[config.mk]
export PLATFORM = sky130hd
export DESIGN_NAME = pfqr_ctrl
export DESIGN_NICKNAME = d
export VERILOG_FILES = /design/src/rtl/pfqr_pkg.sv /design/src/rtl/pfqr_ctrl.sv
export SDC_FILE = /design/constraint.sdc
export NUM_CORES = 1
export LEC_CHECK = 0
export BUFFER_PORTS_ARGS = -buffer_cell sky130_fd_sc_hd__buf_4
export CAP_MARGIN = 10
export CORE_AREA = 2 2 39 41
export CTS_CLUSTER_DIAMETER = 100
export DETAILED_ROUTE_END_ITERATION = 10
export DIE_AREA = 0 0 41 43
export GPL_TIMING_DRIVEN = 0
export PLACE_DENSITY_LB_ADDON = 0.3
export REMOVE_ABC_BUFFERS = 1
export SLEW_MARGIN = 20
export SYNTH_ARGS = -nofsm -noshare
export SYNTH_HDL_FRONTEND = slang
export SYNTH_SLANG_ARGS = --single-unit
[constraint.sdc]
create_clock -name aclk -period 1.15 [get_ports aclk]
set_clock_uncertainty 0.15 [all_clocks]
set_input_delay 0.1725 -clock aclk [delete_from_list [all_inputs] [get_ports aclk]]
set_output_delay 0.1725 -clock aclk [all_outputs]
set_load 0.05 [all_outputs]
[src/rtl/pfqr_pkg.sv]
`timescale 1ns / 1ps
// ----------------------------------------------------------------------------
// pfqr_pkg: shared types and constants for the quarter-turn frame rotator
// Holds controller states, plane and rotation codes, register indexes and the
// command/status bundles exchanged between controller and datapath.
// ----------------------------------------------------------------------------
package pfqr_pkg;

    localparam int PIX_W   = 8;
    localparam int DIM_W   = 9;
    localparam int CFG_IDX_W = 2;

    localparam logic [DIM_W-1:0] DIM_LIMIT = 9'd511;
    localparam logic [DIM_W-1:0] DIM_RESET = 9'd256;

    // register indexes on the configuration port
    localparam logic [CFG_IDX_W-1:0] REG_FRAME_WIDTH   = 2'd0;
    localparam logic [CFG_IDX_W-1:0] REG_FRAME_HEIGHT  = 2'd1;
    localparam logic [CFG_IDX_W-1:0] REG_QUARTER_TURNS = 2'd2;

    // rotation codes
    localparam logic [1:0] TURN_0   = 2'd0;
    localparam logic [1:0] TURN_90  = 2'd1;
    localparam logic [1:0] TURN_180 = 2'd2;
    localparam logic [1:0] TURN_270 = 2'd3;

    typedef enum logic [1:0] {
        PLANE_Y,
        PLANE_CB,
        PLANE_CR
    } plane_t;

    typedef enum logic [2:0] {
        ST_IDLE,
        ST_CHECK,
        ST_DIVIDE,
        ST_CALC,
        ST_ACCESS,
        ST_OUTPUT
    } state_t;

    typedef struct packed {
        logic take;
        logic check;
        logic div_start;
        logic calc;
        logic access;
        logic load_out;
    } ctrl_cmd_t;

    typedef struct packed {
        logic wrap;
        logic dirty;
        logic div_done;
        logic have_frame;
        logic out_free;
    } ctrl_stat_t;

    // clamp to [2, cap], then round down to even
    function automatic logic [DIM_W-1:0] fit_dim(input logic [DIM_W-1:0] v,
                                                 input logic [DIM_W-1:0] cap);
        logic [DIM_W-1:0] r;
        r = v;
        if (r > cap) begin
            r = cap;
        end
        if (r < 9'd2) begin
            r = 9'd2;
        end
        return {r[DIM_W-1:1], 1'b0};
    endfunction

endpackage

[src/rtl/pfqr_ctrl.sv]
`timescale 1ns / 1ps
// ----------------------------------------------------------------------------
// pfqr_ctrl: rotator sequencer
// Steps each input transaction through size check, optional counter resync,
// address calculation, store access and output load.
// ----------------------------------------------------------------------------
module pfqr_ctrl (
    input  logic                  aclk,
    input  logic                  aresetn,
    input  logic                  s_valid,
    output logic                  s_ready,
    input  pfqr_pkg::ctrl_stat_t  stat,
    output pfqr_pkg::ctrl_cmd_t   cmd
);

    pfqr_pkg::state_t state_reg, state_next;

    always_ff @(posedge aclk) begin
        if (!aresetn) begin
            state_reg <= pfqr_pkg::ST_IDLE;
        end else begin
            state_reg <= state_next;
        end
    end

    always_comb begin
        state_next = state_reg;
        unique case (state_reg)
            pfqr_pkg::ST_IDLE: begin
                if (s_valid) begin
                    state_next = pfqr_pkg::ST_CHECK;
                end
            end
            pfqr_pkg::ST_CHECK: begin
                if (!stat.wrap && stat.dirty) begin
                    state_next = pfqr_pkg::ST_DIVIDE;
                end else begin
                    state_next = pfqr_pkg::ST_CALC;
                end
            end
            pfqr_pkg::ST_DIVIDE: begin
                if (stat.div_done) begin
                    state_next = pfqr_pkg::ST_CALC;
                end
            end
            pfqr_pkg::ST_CALC:   state_next = pfqr_pkg::ST_ACCESS;
            pfqr_pkg::ST_ACCESS: state_next = pfqr_pkg::ST_OUTPUT;
            pfqr_pkg::ST_OUTPUT: begin
                if (!stat.have_frame || stat.out_free) begin
                    state_next = pfqr_pkg::ST_IDLE;
                end
            end
            default: state_next = pfqr_pkg::ST_IDLE;
        endcase
    end

    always_comb begin
        cmd     = '0;
        s_ready = 1'b0;
        unique case (state_reg)
            pfqr_pkg::ST_IDLE: begin
                s_ready  = 1'b1;
                cmd.take = s_valid;
            end
            pfqr_pkg::ST_CHECK: begin
                cmd.check     = 1'b1;
                cmd.div_start = ~stat.wrap & stat.dirty;
            end
            pfqr_pkg::ST_DIVIDE: ;
            pfqr_pkg::ST_CALC:   cmd.calc   = 1'b1;
            pfqr_pkg::ST_ACCESS: cmd.access = 1'b1;
            pfqr_pkg::ST_OUTPUT: cmd.load_out = stat.have_frame & stat.out_free;
            default: ;
        endcase
    end

endmodule

# Yosys cells after proc, flatten, opt, wreduce, memory -nomap -nowiden
# Cells that the tools add are included.
[word_totals] in_bits=8 regBits=3 elab_cells=29
[op_classes] reduce_logical=6 n_eq_ne=8 bitwise_logic=3 n_mux=11
[ops] op="3-bit case mux with 6 select lines" count=1
[ops] op="3-bit two-way mux" count=3
[ops] op="3-bit by 2-bit equality test with 1-bit output (second input constant)" count=2
[ops] op="3-bit equality test (second input constant)" count=2
[ops] op="1-bit two-way mux" count=6
[ops] op="2-bit != test (second input constant)" count=3
[ops] op="3-bit by 1-bit equality test with 1-bit output (second input constant)" count=1
[ops] op="3-bit logical NOT" count=1
[ops] op="3-bit AND reduction" count=1
[ops] op="1-bit bitwise AND" count=2
[ops] op="1-bit logical NOT" count=2
[ops] op="2-bit two-way mux" count=1
[ops] op="1-bit logical AND" count=1
[ops] op="1-bit logical OR" count=1
[ops] op="1-bit inverter" count=1

# Logic depth before layout (Yosys ltp)
[depth] depth_word=4 depth_mapped=4

# Least setup slack after synthesis
# Ideal clock, no wire load.
[synth_timing] kind="reg2out" startpoint="register state_reg[2]" endpoint="output cmd[5] in the netlist's numbering" n_path_buf=1 arrival_time_ns=2.131 setup_slack_ns=-1.303 required_ns=0.827 stages_incl_launch_ff=4 cell_sequence="dfxtp_1 buf_4 nor3_1 and2_1"
[synth_rtl] item="start: declaration" line="pfqr_ctrl.sv:16" text="pfqr_pkg::state_t state_reg, state_next;"
[synth_rtl] item="start signal: assignment" line="pfqr_ctrl.sv:20" text="state_reg <= pfqr_pkg::ST_IDLE;"
[synth_rtl] item="start signal: assignment" line="pfqr_ctrl.sv:22" text="state_reg <= state_next;"
[synth_rtl] item="end: declaration" line="pfqr_ctrl.sv:13" text="output pfqr_pkg::ctrl_cmd_t cmd"

==> results.toml <==
[die]
initial_core_util = 0.176
die_x_um = 41
die_h_um = 43
core_um2 = 1380
ioPinCount = 15
dieArea_um2 = 1760
rows = 14

[yosys]
synth_flop_cell = "dfxtp_1"
synth_top_family_by_area = "simple AND/OR/NAND/NOR gates"
synthTopCellsByArea = "dfxtp_1 25%, o31ai_4 8.7%, a21oi_1 6.2%"
synth_top_area_share = 0.246
synth_fa_ha_area_frac = 0
ys_seq_elements = 3
ys_warn_count = 0
async_flop_share = 0
ys_seq_area_frac = 0.246
synthMuxAreaShare = 0.0615
synth_edf_count = 0
syn_area_per_cell_um2 = 8.13
synthXorXnorAreaFrac = 0.0359
synth_area_um2 = 244
syn_inst = 30
synth.distinct_cells = 19
synth_simple_gate_area_frac = 0.328
synth_area_leader_cell = "dfxtp_1"
synth-compound-area-share = 0.174
synth_commonest_cells = "3 x a21oi_1, 3 x dfxtp_1, 3 x inv_1, 3 x nand2_1, 3 x nor2_1"

[detailed_routing]
vias_per_cell = 4.16
wire_per_inst_um = 10.0
drc = 0
drtAntennaViolNets = 0
totalWireLength_um = 702
vias = 291
detailedRoute.firstIterationViolations = 3
dr.pass1.iters = 4

[setup_path]
start_kind = "flip-flop"
path_max_fanout = 5
worstSetupEndpointType = "output port"
timing.rr.start = "state_reg[1]$_SDFFE_PN0P_"
crit_buf_inv = 1
worstSetupPathType = "reg2out"
crit_family = "simple AND/OR/NAND/NOR gates"
r2r_cells = 5
required_ns = 0.83
cpPeakStageDelay_ns = 0.36
r2r_slack_ns = -0.28
crit_path_cell_trace = "and2b_2 -> and4_1 -> buf_6"
cp_slowest_cell = "dfxtp_4"
r2r_end = "state_reg[2]$_SDFFE_PN0P_"
cp_data_arrival_time_ns = 1.16

[global_route]
grt_usage = 0.0995
grt_pass1_vias = 294
antenna_found_initial = 0
grt_pass1_wl_um = 1100
globalRouteOverflowTotal = 0
grt_max_degree = 7

[timing]
relSlewSlack = 0.876
finalHoldViolations = 0
tns_ns = -2.52
setup_viol = 9
min_period_over_period = 1.29
hold_ws_ns = 0.0323
worst_pin_slew_ns = 0.187
fmax_mhz = 675
setup_slack_ns = -0.332
slew_violations = 0
rsz0062_at_grt = "yes"
min_period_ns = 1.48

[finish]
num_antenna_cells = 0
nets = 63
nFillCells = 157
drive_gt1_frac = 0.741
utilization = 0.371
area_growth_pct = 110
largest_reg_flops = 3
fin_cells = 70

[worst_hold_path]
whs_endpoint = "state_reg[0]$_SDFFE_PN0P_"
hold_class = "in2reg"
min_from = "aresetn"
whs_path_depth = 3

[outcome]
outcome = "finished, violations left"
violations = "negative setup slack"

[pwr]
ir_worst_vdd_mv = 0.498
p_leak_nw = 0.243
p_per_area_nw_per_um2 = 1500

[clock_tree]
cts_tree = "done"
cts_hold_buf = 0
numCtsBuffers = 3
clkTransAtPathRegs_ns = 0.04
insertion_delay_ns = 0.24
cts.sinks = 3
htreeDepth = 1
root_buffer = "clkbuf_4"
clk_path_buf_depth = 2

[place]
dp_slack_ns = -0.316
routabilityCongestion = 0.701
io_buffers = 14
place_inst = 57

[flow_run]
max-cap-violations = 0
-- tightest hold or removal path, cell delays in order --
cell and delay (ns):
buf_4 0.12, o31ai_4 0.05, a21oi_1 0.03
-- layer usage --
layer  up-vias  share of wire  global-route usage
li1        149              -                   -
met2         8           0.59               0.144
met1       132           0.35               0.103
met5         -              0                   0
met3         2          0.033              0.0314
met4         0          0.030               0.100
-- final cells by class --
cell class	instances	area (um2)	share of cell area
timing repair buffer	23	206	0.402
multi-input combinational	21	178	0.346
sequential	3	71.3	0.139
clock buffer	4	26.3	0.0512
tap	16	20.0	0.0390
inverter	3	11.3	0.0220
-- worst max path at each step --
stage | from | end | slack, ns | cells after the start
2_1_floorplan | state_reg[0]$_SDFFE_PN0P_ | cmd[5] | -1.27 | 2
3_3_place_gp | state_reg[1]$_SDFFE_PN0P_ | cmd[0] | -0.31 | 3
3_5_place_dp | state_reg[1]$_SDFFE_PN0P_ | cmd[0] | -0.32 | 3
4_1_cts | state_reg[1]$_SDFFE_PN0P_ | cmd[0] | -0.34 | 3
5_1_grt | state_reg[1]$_SDFFE_PN0P_ | cmd[0] | -0.38 | 3
6_report | state_reg[1]$_SDFFE_PN0P_ | cmd[0] | -0.33 | 3
-- stage by stage --
step           area (um2)  power (mW)
2_1_floorplan         218       0.346
3_3_place_gp          343       0.429
3_5_place_dp          343       0.430
4_1_cts               494       0.739
5_1_grt               513       0.820
6_report              513       0.767
-- layout by cell type (no fill, tap or decap), drive strengths merged --
| cell type | count |
|---|---|
| clkbuf | 4 |
| or2 | 1 |
| nor3 | 1 |
| nor3b | 1 |
| o31ai | 1 |
| a21oi | 3 |
| dfxtp | 3 |
| nand2 | 3 |
| and2b | 1 |
| xnor2 | 1 |
| and4 | 1 |
| buf | 22 |
| nor2 | 3 |
| nand4b | 1 |
| clkdlybuf4s18 | 1 |
| and2 | 1 |
| a31oi | 1 |
| mux2 | 1 |
| inv | 3 |
| nand2b | 1 |
-- cells by family (layout without fill, tap and decap cells) --
group | count (synthesis) | in the layout
flip-flops | 3 | 3
AND/OR/NAND/NOR | 14 | 14
buffers and inverters | 6 | 30
AO/OA/AOI/OAI | 5 | 5
XOR/XNOR | 1 | 1
multiplexers | 1 | 1
-- repair_timing --
item / CTS / global route
setup endpoints to repair: 9 / 9
gates cloned: 0 / 0
pin swaps: 5 / 4
gates resized for setup: 20 / 5
setup buffers: 9 / 0
-- report_power, final --
group / leakage [nW] / switching [mW] / total [mW] / internal [mW]
clock: 0.0150 / 0.0588 / 0.189 / 0.130
sequential: 0.0267 / 0.0296 / 0.154 / 0.124
combinational: 0.201 / 0.216 / 0.424 / 0.208
total: 0.243 / 0.305 / 0.767 / 0.463
Note: power is estimated with default switching activity, not from simulation.
